[src/sv/ring_gray_histogram_marker_defines.svh]
// Assertion macros shared by the RTL.
// Clocked on clk, disabled while rst_n is low.
`ifndef RING_GRAY_HISTOGRAM_MARKER_DEFINES_SVH
`define RING_GRAY_HISTOGRAM_MARKER_DEFINES_SVH
`ifndef NO_ASSERTIONS
// same-cycle implication
`define RGHM_ASSERT_IMP(label, ante, cons, msg) \
  label: assert property (@(posedge clk) disable iff (!rst_n) (ante) |-> (cons)) \
    else $error(msg);
// next-cycle implication
`define RGHM_ASSERT_NXT(label, ante, cons, msg) \
  label: assert property (@(posedge clk) disable iff (!rst_n) (ante) |=> (cons)) \
    else $error(msg);
`else
`define RGHM_ASSERT_IMP(label, ante, cons, msg)
`define RGHM_ASSERT_NXT(label, ante, cons, msg)
`endif
`endif

[src/sv/rghm_pkg.sv]
package rghm_pkg;

  localparam int COORD_W    = 10;
  localparam int RAD_W      = 11;
  localparam int PIX_W      = 8;
  localparam int COUNT_BITS = 21;
  localparam int NUM_BINS   = 256;
  localparam int BIN_AW     = $clog2(NUM_BINS);
  localparam int CFG_AW     = 4;
  localparam int CFG_DW     = 32;

  // squared-distance widths
  localparam int D2_W  = 2 * COORD_W + 1;
  localparam int RO_W  = RAD_W + 1;
  localparam int SQ_W  = 2 * RAD_W + 1;

  localparam logic [COORD_W-1:0] CENTER_X_RST = COORD_W'(512);
  localparam logic [COORD_W-1:0] CENTER_Y_RST = COORD_W'(512);
  localparam logic [RAD_W-1:0]   OUTER_RST    = RAD_W'(400);
  localparam logic [RAD_W-1:0]   INNER_RST    = RAD_W'(300);

  localparam int THRESH_CENTER = 160;
  localparam int THRESH_SPAN   = 10;
  localparam int EDGE_GUARD    = 5;
  localparam logic [PIX_W-1:0] MARK_THRESH = PIX_W'(THRESH_CENTER - THRESH_SPAN);
  localparam logic [PIX_W-1:0] MARK_VALUE  = PIX_W'(100);

  typedef enum logic [1:0] {
    FUNC_PIXEL = 2'd0,
    FUNC_READ  = 2'd1,
    FUNC_CLEAR = 2'd2
  } func_t;

  typedef enum logic [1:0] {
    REG_CENTER_X = 2'd0,
    REG_CENTER_Y = 2'd1,
    REG_OUTER    = 2'd2,
    REG_INNER    = 2'd3
  } reg_idx_t;

  typedef struct packed {
    logic [COORD_W-1:0] center_x;
    logic [COORD_W-1:0] center_y;
    logic [RAD_W-1:0]   outer_radius;
    logic [RAD_W-1:0]   inner_radius;
  } cfg_t;

  typedef struct packed {
    logic in_ring;
    logic guard;
  } ring_t;

endpackage

[src/sv/rghm_ring.sv]
module rghm_ring (
  input  logic                         clk,
  input  logic                         load,
  input  logic [rghm_pkg::COORD_W-1:0] col,
  input  logic [rghm_pkg::COORD_W-1:0] row,
  input  rghm_pkg::cfg_t               cfg,
  output rghm_pkg::ring_t              ring
);
  import rghm_pkg::*;

  logic [COORD_W-1:0]   dx, dy;
  logic [2*COORD_W-1:0] dx_w, dy_w;
  logic [RO_W-1:0]      ro, rg;
  logic [SQ_W-1:0]      ro_w, rg_w, ri_w;
  logic [2*COORD_W-1:0] dx2_r, dy2_r;
  logic [SQ_W-1:0]      ro2_r, rg2_r, ri2_r;
  logic [D2_W-1:0]      d2;

  assign dx = (col >= cfg.center_x) ? col - cfg.center_x : cfg.center_x - col;
  assign dy = (row >= cfg.center_y) ? row - cfg.center_y : cfg.center_y - row;
  assign ro = {1'b0, cfg.outer_radius} + RO_W'(1);
  assign rg = {1'b0, cfg.inner_radius} + RO_W'(EDGE_GUARD);

  // operands widened to the product width
  assign dx_w = {{COORD_W{1'b0}}, dx};
  assign dy_w = {{COORD_W{1'b0}}, dy};
  assign ro_w = {{(SQ_W-RO_W){1'b0}}, ro};
  assign rg_w = {{(SQ_W-RO_W){1'b0}}, rg};
  assign ri_w = {{(SQ_W-RAD_W){1'b0}}, cfg.inner_radius};

  // squares registered on the accept edge
  always_ff @(posedge clk) begin
    if (load) begin
      dx2_r <= dx_w * dx_w;
      dy2_r <= dy_w * dy_w;
      ro2_r <= ro_w * ro_w;
      rg2_r <= rg_w * rg_w;
      ri2_r <= ri_w * ri_w;
    end
  end

  // floor(dist) <= R  <=>  d2 < (R+1)^2 ;  floor(dist) >= R  <=>  d2 >= R^2
  assign d2           = {1'b0, dx2_r} + {1'b0, dy2_r};
  assign ring.in_ring = (SQ_W'(d2) < ro2_r) && (SQ_W'(d2) >= ri2_r);
  assign ring.guard   = SQ_W'(d2) >= rg2_r;
endmodule

[config.mk]
export PLATFORM = sky130hd
export DESIGN_NAME = rghm_ring
export DESIGN_NICKNAME = d
export VERILOG_FILES = /design/src/sv/ring_gray_histogram_marker_defines.svh /design/src/sv/rghm_pkg.sv /design/src/sv/rghm_ring.sv
export SDC_FILE = /design/constraint.sdc
export NUM_CORES = 1
export LEC_CHECK = 0
export BUFFER_PORTS_ARGS = -buffer_cell sky130_fd_sc_hd__buf_4
export CAP_MARGIN = 5
export CORE_UTILIZATION = 30
export DETAILED_ROUTE_END_ITERATION = 7
export PLACE_DENSITY_LB_ADDON = 0.25
export SETUP_SLACK_MARGIN = 0.1
export SLEW_MARGIN = 10
export SYNTH_ARGS = -nofsm -noshare
export SYNTH_HDL_FRONTEND = slang
export SYNTH_SLANG_ARGS = --single-unit
export TNS_END_PERCENT = 1
[constraint.sdc]
create_clock -name clk -period 12.57 [get_ports clk]
set_clock_uncertainty 0.15 [all_clocks]
set_input_delay 0.6285 -clock clk [delete_from_list [all_inputs] [get_ports clk]]
set_output_delay 0.6285 -clock clk [all_outputs]
set_load 0.005 [all_outputs]
==> impl_results.html, run 1 <==
<table>
<tr><th>Metric</th><th>Value</th></tr>
<tr><th colspan="2">Clocking</th></tr>
<tr><td>Hold-fix buffers, CTS</td><td>0</td></tr>
<tr><td>Post-CTS clock slew at the launch and capture registers of the worst setup and hold paths</td><td>0.09 ns</td></tr>
<tr><td>TritonCTS clock tree</td><td>done</td></tr>
<tr><td>Post-cts repair resize count</td><td>0</td></tr>
<tr><td>Inserted Clock Buffers</td><td>9</td></tr>
<tr><td>Number of buffers on the longest clock path</td><td>2</td></tr>
<tr><td>Total clock sinks</td><td>103</td></tr>
<tr><td>Clock Tree Root</td><td>clkbuf_16</td></tr>
<tr><td>Setup Buffers After CTS</td><td>0</td></tr>
<tr><td>H-tree depth reported by CTS</td><td>3</td></tr>
<tr><th colspan="2">Die</th></tr>
<tr><td>Placeable core region</td><td>74700 um2</td></tr>
<tr><td>Cell Rows</td><td>100</td></tr>
<tr><td>Area of the die</td><td>77000 um2</td></tr>
<tr><td>Die boundary height</td><td>277 um</td></tr>
<tr><td>Die extent in x</td><td>277 um</td></tr>
<tr><td>Number of top-level design ports</td><td>66</td></tr>
<tr><td>Starting density of the core</td><td>0.305</td></tr>
<tr><th colspan="2">Route</th></tr>
<tr><td>Number of vias per cell</td><td>4.62</td></tr>
<tr><td>Routed length per placed instance</td><td>14.0 um</td></tr>
<tr><td>Vias after detailed routing</td><td>16200</td></tr>
<tr><td>DRC violations left</td><td>0</td></tr>
<tr><td>Total length of routed wires</td><td>49200 um</td></tr>
<tr><td>Detailed-router iteration count before antenna repair</td><td>4</td></tr>
<tr><td>Number of nets with antenna violations after routing</td><td>0</td></tr>
<tr><td>Number of DRC markers after the initial detailed-route iteration</td><td>703</td></tr>
<tr><th colspan="2">Yosys</th></tr>
<tr><td>Most area-hungry cell type in the Yosys netlist</td><td>fa_1</td></tr>
<tr><td>Cell area after synthesis</td><td>22800 um2</td></tr>
<tr><td>Post-synth top flop</td><td>edfxtp_1</td></tr>
<tr><td>Post-synthesis cell type count</td><td>66</td></tr>
<tr><td>EDFF count, synth</td><td>103</td></tr>
<tr><td>Async set or reset register ratio after synthesis</td><td>0</td></tr>
<tr><td>Mapped Avg Cell Area</td><td>9.22 um2</td></tr>
<tr><td>Fraction of post-synthesis cell area in the top cell type by area</td><td>0.283</td></tr>
<tr><td>Leading cell types by total area after synthesis</td><td>fa_1 28%, ha_1 21%, edfxtp_1 14%</td></tr>
<tr><td>Synth Register Bits</td><td>103</td></tr>
<tr><td>Count of yosys warnings during synthesis</td><td>0</td></tr>
<tr><td>Synthesized instance count</td><td>2468</td></tr>
<tr><td>Cell types with the highest counts after synthesis</td><td>589 x inv_1, 373 x ha_1, 322 x fa_1</td></tr>
<tr><td>Sequential cell area fraction in the yosys report</td><td>0.136</td></tr>
<tr><td>Most numerous cell in the Yosys netlist</td><td>inv_1</td></tr>
<tr><th colspan="2">GRT</th></tr>
<tr><td>Wire length of the first global-routing pass</td><td>85200 um</td></tr>
<tr><td>Maximum number of pins on one net before global-route repair</td><td>66</td></tr>
<tr><td>Initial antenna violation count</td><td>0</td></tr>
<tr><td>Via count of the first global-routing pass</td><td>17800</td></tr>
<tr><td>Global-route usage over all layers</td><td>0.134</td></tr>
<tr><td>Final global-route overflow total</td><td>0</td></tr>
<tr><th colspan="2">Placed design</th></tr>
<tr><td>Placement-stage cell area</td><td>24400 um2</td></tr>
<tr><td>Last weighted congestion value of the routability-driven placer</td><td>0.849</td></tr>
<tr><td>Detail Placement HPWL</td><td>42800 um</td></tr>
<tr><td># port buffers</td><td>65</td></tr>
<tr><th colspan="2">STA</th></tr>
<tr><td>Number of slew-limit violations in the final report</td><td>0</td></tr>
<tr><td>Final number of setup-violating endpoints</td><td>0</td></tr>
<tr><td>Post-route clock period utilization</td><td>0.689</td></tr>
<tr><td>Worst slew pin tran</td><td>1.22 ns</td></tr>
<tr><td>Fin. Hold Viols</td><td>0</td></tr>
<tr><td>Worst slew margin relative to its limit</td><td>0.181</td></tr>
<tr><td>Sum of negative setup slack</td><td>0 ns</td></tr>
<tr><td>Crit path time final</td><td>8.66 ns</td></tr>
<tr><td>Maximum clock rate</td><td>116 MHz</td></tr>
<tr><td>Unrepaired setup endpoints after global routing</td><td>no</td></tr>
<tr><th colspan="2">Worst setup path</th></tr>
<tr><td>WP data arrival</td><td>8.63 ns</td></tr>
<tr><td>Startpoint kind of the worst setup timing path</td><td>primary input</td></tr>
<tr><td>Maximum fanout along the worst path</td><td>14</td></tr>
<tr><td>Highest-delay cell along the critical path</td><td>o41ai_1</td></tr>
<tr><td>Highest cell delay on the worst timing path</td><td>0.56 ns</td></tr>
<tr><td>Class of the most critical setup path</td><td>in -&gt; reg</td></tr>
<tr><td>Type of element capturing the critical path</td><td>flip-flop</td></tr>
<tr><td>WP data required</td><td>12.55 ns</td></tr>
<tr><td>Critical Path Most Common Cell</td><td>inv_1</td></tr>
<tr><th colspan="2">Cells and area</th></tr>
<tr><td>Design Area, Final</td><td>24800 um2</td></tr>
<tr><td>Final net count</td><td>3291</td></tr>
<tr><td>Fill count</td><td>7608</td></tr>
<tr><td>Proportion of layout cells with a drive suffix above 1</td><td>0.0505</td></tr>
<tr><td>Register cell area after layout</td><td>3090 um2</td></tr>
<tr><td>Inserted Diodes</td><td>0</td></tr>
<tr><td>Area grow syn2layout</td><td>8.76%</td></tr>
<tr><td>Area of the multi-input gates</td><td>17400 um2</td></tr>
<tr><th colspan="2">Flow run</th></tr>
<tr><td>Max-cap check violation count</td><td>0</td></tr>
<tr><th colspan="2">Hold path</th></tr>
<tr><td>Worst hold path class</td><td>in -&gt; reg</td></tr>
<tr><td>Hold-critical path depth</td><td>1</td></tr>
<tr><td>Hold wc startpoint</td><td>cfg[0]</td></tr>
<tr><td>Hold Path Sink</td><td>ri2_r[0]$_DFFE_PP_</td></tr>
<tr><th colspan="2">Run status</th></tr>
<tr><td>Result of the run</td><td>finished, final reports clean</td></tr>
</table>
## cell usage in the layout (no fill, tap or decap), types with 4 or more instances in the layout
cell type	instances
buf_4	71
nand2b_1	34
o21a_1	19
or2_2	21
nand3_1	29
a21oi_1	93
xnor2_1	105
o21bai_1	20
nand4_1	11
xor2_1	46
a31oi_1	9
mux2_2	7
a21o_1	42
nand2_1	124
fa_1	322
nor2b_1	27
edfxtp_1	103
conb_1	14
nor2_1	218
and2_1	35
o21ai_0	60
o211ai_1	6
a21boi_0	6
inv_1	589
o31ai_1	5
o2111ai_1	4
ha_1	373
mux2i_1	8
clkbuf_16	9
nor3_1	31
and3_1	17
a211oi_1	12
or3_1	5
## how the worst max path moves through the flow
stage	from	endpoint	slack [ns]	depth (start not counted)
after floorplan	row[0]	dy2_r[17]$_DFFE_PP_	4.42	34
after global placement	row[0]	dy2_r[19]$_DFFE_PP_	3.69	34
after detailed placement	row[0]	dy2_r[18]$_DFFE_PP_	3.53	33
after CTS	row[0]	dy2_r[18]$_DFFE_PP_	3.91	33
after global routing	row[0]	dy2_r[19]$_DFFE_PP_	3.27	34
final	row[0]	dy2_r[18]$_DFFE_PP_	3.91	33
## area by class of cell
| type | count | area share |
|---|---|---|
| Timing Repair Buffer | 71 | 0.0215 |
| Multi-Input combinational cell | 1756 | 0.702 |
| Clock inverter | 7 | 0.00409 |
| Sequential cell | 103 | 0.125 |
| Clock buffer | 9 | 0.00910 |
| Inverter | 591 | 0.0896 |
| Tap cell | 969 | 0.0490 |
## registers in the layout, indices dropped and copies added (netlist names)
signal / flops
ro2_r: 22
ri2_r: 21
dy2_r: 19
rg2_r: 22
dx2_r: 19
## routing by layer
layer / wire length (um) / global-route usage / vias to the layer above / share of wire
met5: 0 / 0 / - / 0
met4: 491 / 0.0215 / 0 / 0.010
met3: 923 / 0.0116 / 33 / 0.019
met2: 25700 / 0.248 / 151 / 0.52
met1: 22200 / 0.171 / 8054 / 0.45
li1: - / - / 7951 / -
## cell families after synthesis
kind of cell               Yosys count  synth area share
buffers and inverters              621             0.103
muxes                               15           0.00698
other                                2          0.000330
xor gates and xnor gates           153            0.0595
and+or+nand+nor                    562             0.114
DFF                                103             0.136
adders and majority gates          695             0.488
AOI/OAI and AO/OA                  317            0.0917
## through the flow
stage,util,hold WS [ns],std cells,worst slack (ns)
floorplan,-,0.577,2480,4.42
global placement,0.327,0.923,3490,3.69
detailed placement,0.327,0.929,3490,3.53
CTS,0.331,0.541,3506,3.91
global route,0.331,0.549,3506,3.27
finish,0.331,0.558,3506,3.91
## critical path: cells and delay by family
family | cells | cell delay (ns)
AOI/OAI and AO/OA | 13 | 3.05
adders and majority gates | 8 | 3.19
and+or+nand+nor | 1 | 0.17
buffers and inverters | 8 | 0.71
xor gates and xnor gates | 2 | 0.63
muxes | 1 | 0.24
Power of run 1 is left out: the tool's default activity adds up to more than one toggle a clock period on the data nets, which glitch-free logic cannot reach.
==> run 2, diff against run 1 <==
--- a/config.mk
+++ b/config.mk
@@ -5,6 +5,7 @@
 export SDC_FILE = /design/constraint.sdc
 export NUM_CORES = 1
 export LEC_CHECK = 0
+export ABC_AREA = 1
 export BUFFER_PORTS_ARGS = -buffer_cell sky130_fd_sc_hd__buf_4
 export CAP_MARGIN = 5
 export CORE_UTILIZATION = 30
==> constraint.sdc (replaced) <==
create_clock -name clk -period 8.7 [get_ports clk]
set_clock_uncertainty 0.15 [all_clocks]
set_input_delay 0.435 -clock clk [delete_from_list [all_inputs] [get_ports clk]]
set_output_delay 0.435 -clock clk [all_outputs]
set_load 0.005 [all_outputs]
==> impl_results.html, run 2 <==
<table>
<tr><th>Metric</th><th>Value</th></tr>
<tr><th colspan="2">Worst setup path</th></tr>
<tr><td>Highest-delay cell along the critical path</td><td>xor2_1</td></tr>
<tr><td>Class of the most critical setup path</td><td>in -&gt; reg</td></tr>
<tr><td>Crit. path cell count</td><td>26</td></tr>
<tr><td>Type of element capturing the critical path</td><td>flip-flop</td></tr>
<tr><td>CP Buf/Inv Count</td><td>7</td></tr>
<tr><td>Highest cell delay on the worst timing path</td><td>0.54 ns</td></tr>
<tr><td>Crit-path leading delay family</td><td>adder cells</td></tr>
<tr><td>WP data required</td><td>8.65 ns</td></tr>
<tr><td>Startpoint kind of the worst setup timing path</td><td>primary input</td></tr>
<tr><td>Maximum fanout along the worst path</td><td>22</td></tr>
<tr><td>WP data arrival</td><td>6.78 ns</td></tr>
<tr><th colspan="2">Hold path</th></tr>
<tr><td>Hold-critical path depth</td><td>1</td></tr>
<tr><td>Worst hold path class</td><td>in -&gt; reg</td></tr>
<tr><th colspan="2">Placed design</th></tr>
<tr><td>Placement-stage cell area</td><td>25600 um2</td></tr>
<tr><td>Detail Placement HPWL</td><td>46000 um</td></tr>
<tr><td>Last weighted congestion value of the routability-driven placer</td><td>0.846</td></tr>
<tr><td># port buffers</td><td>65</td></tr>
<tr><th colspan="2">Clocking</th></tr>
<tr><td>Setup Buffers After CTS</td><td>0</td></tr>
<tr><td>Number of buffers on the longest clock path</td><td>2</td></tr>
<tr><td>Clock Tree Root</td><td>clkbuf_16</td></tr>
<tr><td>Hold-fix buffers, CTS</td><td>0</td></tr>
<tr><td>Inserted Clock Buffers</td><td>9</td></tr>
<tr><td>Post-CTS clock slew at the launch and capture registers of the worst setup and hold paths</td><td>0.07 ns</td></tr>
<tr><td>TritonCTS clock tree</td><td>done</td></tr>
<tr><td>Total clock sinks</td><td>103</td></tr>
<tr><td>Post-cts repair resize count</td><td>0</td></tr>
<tr><td>H-tree depth reported by CTS</td><td>3</td></tr>
<tr><th colspan="2">Cells and area</th></tr>
<tr><td>Proportion of layout cells with a drive suffix above 1</td><td>0.0485</td></tr>
<tr><td>Commonest non-fill, non-tap cell in the layout</td><td>inv_1</td></tr>
<tr><td>Final net count</td><td>3701</td></tr>
<tr><td>Fill count</td><td>8259</td></tr>
<tr><td>Top library cells by usage in the layout, fill and taps aside</td><td>699 x inv_1, 417 x nand2_1, 373 x ha_1</td></tr>
<tr><td>Registers with the most flip-flops</td><td>rg2_r (22), ro2_r (22), ri2_r (21)</td></tr>
<tr><td>Design Area, Final</td><td>25900 um2</td></tr>
<tr><td>Final standard cell utilization of the core</td><td>0.332</td></tr>
<tr><td>Area grow syn2layout</td><td>8.72%</td></tr>
<tr><td>Inserted Diodes</td><td>0</td></tr>
<tr><th colspan="2">Die</th></tr>
<tr><td>Die extent in x</td><td>284 um</td></tr>
<tr><td>Starting density of the core</td><td>0.306</td></tr>
<tr><td>Cell Rows</td><td>102</td></tr>
<tr><td>Die boundary height</td><td>284 um</td></tr>
<tr><td>Number of top-level design ports</td><td>66</td></tr>
<tr><td>Placeable core region</td><td>78000 um2</td></tr>
<tr><td>Area of the die</td><td>80600 um2</td></tr>
<tr><th colspan="2">STA</th></tr>
<tr><td>Min Hold Slack</td><td>0.353 ns</td></tr>
<tr><td>Post-route clock period utilization</td><td>0.785</td></tr>
<tr><td>Worst slew pin tran</td><td>0.960 ns</td></tr>
<tr><td>Maximum clock rate</td><td>147 MHz</td></tr>
<tr><td>Unrepaired setup endpoints after global routing</td><td>no</td></tr>
<tr><td>Crit path time final</td><td>6.83 ns</td></tr>
<tr><td>Sum of negative setup slack</td><td>0 ns</td></tr>
<tr><td>Worst slew margin relative to its limit</td><td>0.360</td></tr>
<tr><td>Number of slew-limit violations in the final report</td><td>0</td></tr>
<tr><td>Fin. Hold Viols</td><td>0</td></tr>
<tr><td>Final number of setup-violating endpoints</td><td>0</td></tr>
<tr><th colspan="2">GRT</th></tr>
<tr><td>Maximum number of pins on one net before global-route repair</td><td>77</td></tr>
<tr><td>Final global-route overflow total</td><td>0</td></tr>
<tr><td>Via count of the first global-routing pass</td><td>18700</td></tr>
<tr><td>Wire length of the first global-routing pass</td><td>90900 um</td></tr>
<tr><td>Global-route usage over all layers</td><td>0.137</td></tr>
<tr><td>Initial antenna violation count</td><td>0</td></tr>
<tr><th colspan="2">Yosys</th></tr>
<tr><td>Post-synthesis cell type count</td><td>49</td></tr>
<tr><td>Synthesized instance count</td><td>2879</td></tr>
<tr><td>Async set or reset register ratio after synthesis</td><td>0</td></tr>
<tr><td>Count of yosys warnings during synthesis</td><td>0</td></tr>
<tr><td>Post-synth top flop</td><td>edfxtp_1</td></tr>
<tr><td>Sequential cell area fraction in the yosys report</td><td>0.130</td></tr>
<tr><td>Most numerous cell in the Yosys netlist</td><td>inv_1</td></tr>
<tr><td>Cell area after synthesis</td><td>23800 um2</td></tr>
<tr><td>EDFF count, synth</td><td>103</td></tr>
<tr><td>Leading cell types by total area after synthesis</td><td>fa_1 27%, ha_1 20%, edfxtp_1 13%</td></tr>
<tr><td>Fraction of post-synthesis cell area in the top cell type by area</td><td>0.271</td></tr>
<tr><td>Mapped Avg Cell Area</td><td>8.28 um2</td></tr>
<tr><td>Cell types with the highest counts after synthesis</td><td>699 x inv_1, 417 x nand2_1, 373 x ha_1</td></tr>
<tr><td>Synth Register Bits</td><td>103</td></tr>
<tr><td>Most area-hungry cell type in the Yosys netlist</td><td>fa_1</td></tr>
<tr><th colspan="2">Route</th></tr>
<tr><td>DRC violations left</td><td>0</td></tr>
<tr><td>Detailed-router iteration count before antenna repair</td><td>7</td></tr>
<tr><td>Routed length per placed instance</td><td>13.2 um</td></tr>
<tr><td>Number of DRC markers after the initial detailed-route iteration</td><td>851</td></tr>
<tr><td>Vias after detailed routing</td><td>17800</td></tr>
<tr><td>Number of nets with antenna violations after routing</td><td>0</td></tr>
<tr><td>Total length of routed wires</td><td>52700 um</td></tr>
<tr><td>Number of vias per cell</td><td>4.47</td></tr>
<tr><th colspan="2">Run status</th></tr>
<tr><td>Result of the run</td><td>finished, final reports clean</td></tr>
<tr><th colspan="2">Flow run</th></tr>
<tr><td>Max-cap check violation count</td><td>0</td></tr>
</table>
==> run 2: final timing paths <==
path / from / endpoint / slack, ns
max: cfg[0] / rg2_r[20]$_DFFE_PP_ / 1.87
min: cfg[0] / ri2_r[0]$_DFFE_PP_ / 0.35
==> run 2: area by class of cell <==
| type | count | area, um2 | area share |
|---|---|---|---|
| flip-flops and latches | 103 | 3090 | 0.119 |
| repair buffers | 71 | 533 | 0.0206 |
| multi-input cells | 2043 | 18000 | 0.693 |
| clock buffers | 9 | 225 | 0.00869 |
| well taps | 1040 | 1300 | 0.0502 |
| clock inverters | 7 | 109 | 0.00420 |
| inverters | 714 | 2680 | 0.104 |
==> run 2: logic make-up after synthesis <==
kind of cell / Yosys count / share of synthesized area
AO/OA/AOI/OAI: 328 / 0.0787
XOR/XNOR: 148 / 0.0594
adder cells (fa/ha/maj): 695 / 0.466
buffers and inverters: 745 / 0.118
flip-flops: 103 / 0.130
multiplexers: 1 / 0.000420
other: 2 / 0.000315
AND/OR/NAND/NOR: 857 / 0.147
==> run 2: metrics by stage <==
step                      worst slack, ns  instances
after floorplan                      2.33       2891
final                                1.87       3987
after global routing                 1.34       3987
after global placement               1.66       3971
after detailed placement             1.52       3971
after CTS                            1.90       3987
==> run 2: metal layers <==
metal / up-vias / global-route usage / share of wire
met5: - / 0 / 0
met4: 0 / 0.0216 / 0.012
met3: 41 / 0.0118 / 0.021
met2: 178 / 0.240 / 0.49
met1: 8501 / 0.184 / 0.48
li1: 9083 / - / -
Power of run 2 is left out for the same reason.
==> run 3, diff against run 2 <==
--- a/config.mk
+++ b/config.mk
@@ -5,7 +5,7 @@
 export SDC_FILE = /design/constraint.sdc
 export NUM_CORES = 1
 export LEC_CHECK = 0
-export ABC_AREA = 1
+export ABC_AREA = 0
 export BUFFER_PORTS_ARGS = -buffer_cell sky130_fd_sc_hd__buf_4
 export CAP_MARGIN = 5
 export CORE_UTILIZATION = 30
==> constraint.sdc (replaced) <==
create_clock -name clk -period 6.2 [get_ports clk]
set_clock_uncertainty 0.15 [all_clocks]
set_input_delay 0.31 -clock clk [delete_from_list [all_inputs] [get_ports clk]]
set_output_delay 0.31 -clock clk [all_outputs]
set_load 0.005 [all_outputs]
==> impl_results.html, run 3 (synthesis gave the netlist of run 1 again) <==
<table>
<tr><th>Metric</th><th>Value</th></tr>
<tr><th colspan="2">Run status</th></tr>
<tr><td>Result of the run</td><td>finished, violations left</td></tr>
<tr><td>Violations in the final reports</td><td>negative setup slack</td></tr>
<tr><th colspan="2">Route</th></tr>
<tr><td>Number of DRC markers after the initial detailed-route iteration</td><td>448</td></tr>
<tr><td>Number of nets with antenna violations after routing</td><td>0</td></tr>
<tr><td>Vias after detailed routing</td><td>17700</td></tr>
<tr><td>Total length of routed wires</td><td>52600 um</td></tr>
<tr><td>Detailed-router iteration count before antenna repair</td><td>5</td></tr>
<tr><td>Number of vias per cell</td><td>4.51</td></tr>
<tr><td>Routed length per placed instance</td><td>13.4 um</td></tr>
<tr><td>DRC violations left</td><td>0</td></tr>
<tr><th colspan="2">Worst setup path</th></tr>
<tr><td>Startpoint kind of the worst setup timing path</td><td>primary input</td></tr>
<tr><td>WP data required</td><td>6.16 ns</td></tr>
<tr><td>Type of element capturing the critical path</td><td>flip-flop</td></tr>
<tr><td>Highest-delay cell along the critical path</td><td>fa_1</td></tr>
<tr><td>Critical Path Most Common Cell</td><td>fa_1</td></tr>
<tr><td>CP Buf/Inv Count</td><td>7</td></tr>
<tr><td>Highest cell delay on the worst timing path</td><td>0.57 ns</td></tr>
<tr><td>Crit-path leading delay family</td><td>adder cells</td></tr>
<tr><td>Class of the most critical setup path</td><td>in -&gt; reg</td></tr>
<tr><td>WP data arrival</td><td>7.07 ns</td></tr>
<tr><td>Maximum fanout along the worst path</td><td>5</td></tr>
<tr><th colspan="2">Clocking</th></tr>
<tr><td>Inserted Clock Buffers</td><td>9</td></tr>
<tr><td>Clock Tree Root</td><td>clkbuf_16</td></tr>
<tr><td>TritonCTS clock tree</td><td>done</td></tr>
<tr><td>Post-CTS clock slew at the launch and capture registers of the worst setup and hold paths</td><td>0.07 ns</td></tr>
<tr><td>Total clock sinks</td><td>103</td></tr>
<tr><td>H-tree depth reported by CTS</td><td>3</td></tr>
<tr><td>Number of buffers on the longest clock path</td><td>2</td></tr>
<tr><th colspan="2">STA</th></tr>
<tr><td>Worst slew margin relative to its limit</td><td>0.328</td></tr>
<tr><td>Post-route clock period utilization</td><td>1.15</td></tr>
<tr><td>Final number of setup-violating endpoints</td><td>22</td></tr>
<tr><td>Worst slew pin tran</td><td>1.01 ns</td></tr>
<tr><td>Fin. Hold Viols</td><td>0</td></tr>
<tr><td>Unrepaired setup endpoints after global routing</td><td>yes</td></tr>
<tr><td>Number of slew-limit violations in the final report</td><td>0</td></tr>
<tr><td>Crit path time final</td><td>7.12 ns</td></tr>
<tr><td>Maximum clock rate</td><td>140 MHz</td></tr>
<tr><td>Minimum setup slack in the final design</td><td>-0.917 ns</td></tr>
<tr><th colspan="2">Cells and area</th></tr>
<tr><td>Design Area, Final</td><td>28200 um2</td></tr>
<tr><td>Proportion of layout cells with a drive suffix above 1</td><td>0.203</td></tr>
<tr><td>Final net count</td><td>3698</td></tr>
<tr><td>Final standard cell utilization of the core</td><td>0.378</td></tr>
<tr><td>Area grow syn2layout</td><td>23.9%</td></tr>
<tr><td>Inserted Diodes</td><td>0</td></tr>
<tr><td>Post-Layout Cell Count</td><td>3913</td></tr>
<tr><td>Top library cells by usage in the layout, fill and taps aside</td><td>587 x inv_1, 474 x buf_4, 368 x ha_1</td></tr>
<tr><td>Commonest non-fill, non-tap cell in the layout</td><td>inv_1</td></tr>
<tr><td>Fill count</td><td>7506</td></tr>
<tr><td>Registers with the most flip-flops</td><td>rg2_r (22), ro2_r (22), ri2_r (21)</td></tr>
<tr><th colspan="2">GRT</th></tr>
<tr><td>Wire length of the first global-routing pass</td><td>91100 um</td></tr>
<tr><td>Via count of the first global-routing pass</td><td>19400</td></tr>
<tr><td>Global-route usage over all layers</td><td>0.143</td></tr>
<tr><td>Initial antenna violation count</td><td>0</td></tr>
<tr><td>Final global-route overflow total</td><td>0</td></tr>
<tr><td>Maximum number of pins on one net before global-route repair</td><td>79</td></tr>
<tr><th colspan="2">Placed design</th></tr>
<tr><td>Placement Setup Slack</td><td>-1.37 ns</td></tr>
<tr><td># port buffers</td><td>65</td></tr>
<tr><td>Cell count after placement</td><td>3896</td></tr>
<tr><td>Placement-stage cell area</td><td>27600 um2</td></tr>
<tr><td>Last weighted congestion value of the routability-driven placer</td><td>0.846</td></tr>
<tr><td>Detail Placement HPWL</td><td>46800 um</td></tr>
<tr><th colspan="2">Die</th></tr>
<tr><td>Area of the die</td><td>77000 um2</td></tr>
<tr><td>Die extent in x</td><td>277 um</td></tr>
<tr><td>Die boundary height</td><td>277 um</td></tr>
<tr><td>Starting density of the core</td><td>0.305</td></tr>
<tr><td>Number of top-level design ports</td><td>66</td></tr>
<tr><td>Cell Rows</td><td>100</td></tr>
<tr><td>Placeable core region</td><td>74700 um2</td></tr>
<tr><th colspan="2">Flow run</th></tr>
<tr><td>Max-cap check violation count</td><td>0</td></tr>
<tr><th colspan="2">Hold path</th></tr>
<tr><td>Worst hold path class</td><td>in -&gt; reg</td></tr>
</table>
## run 3: cell types whose count changed in the layout (fill, tap and decap cells not counted), sizes merged, moves of 34 or more
cell,change
xnor2,+63
nor2,-76
a21oi,-69
xor2,-58
nand2b,+34
nand3,-48
nand2,-300
inv,-127
buf,+407
## run 3: repair_timing
item,CTS,global route
pin swaps,15,13
hold buffers,0,0
setup endpoints to repair,31,39
gates resized for setup,27,40
setup buffers,0,1
## run 3: worst paths after layout
check | startpoint | cells past startpoint | to | slack, ns
worst max-delay path | row[0] | 32 | dy2_r[19]$_DFFE_PP_ | -0.92
worst min-delay path | load | 1 | rg2_r[16]$_DFFE_PP_ | 0.26
## run 3: layout make-up
type / instances / area (um2) / share of cell area
sequential: 103 / 3090 / 0.110
tap: 969 / 1210 / 0.0430
inverter: 591 / 2220 / 0.0788
clock inverter: 6 / 42.5 / 0.00151
clock buffer: 10 / 229 / 0.00812
timing repair buffer: 478 / 3610 / 0.128
multi-input combinational: 1756 / 17800 / 0.631
## run 3: per-layer routing
layer	up-vias	track usage	share of wire
li1	8772	-	-
met2	180	0.268	0.52
met4	0	0.0269	0.016
met1	8653	0.176	0.44
met3	52	0.0123	0.020
met5	-	0	0
## run 3: through the flow
| stage | setup TNS [ns] | hold WS, ns |
|---|---|---|
| 2_1_floorplan | -15.93 | 0.259 |
| 3_3_place_gp | -24.52 | 0.613 |
| 3_5_place_dp | -27.61 | 0.620 |
| 4_1_cts | -11.70 | 0.251 |
| 5_1_grt | -18.96 | 0.258 |
| 6_report | -10.45 | 0.264 |
Power of run 3 is left out for the same reason.
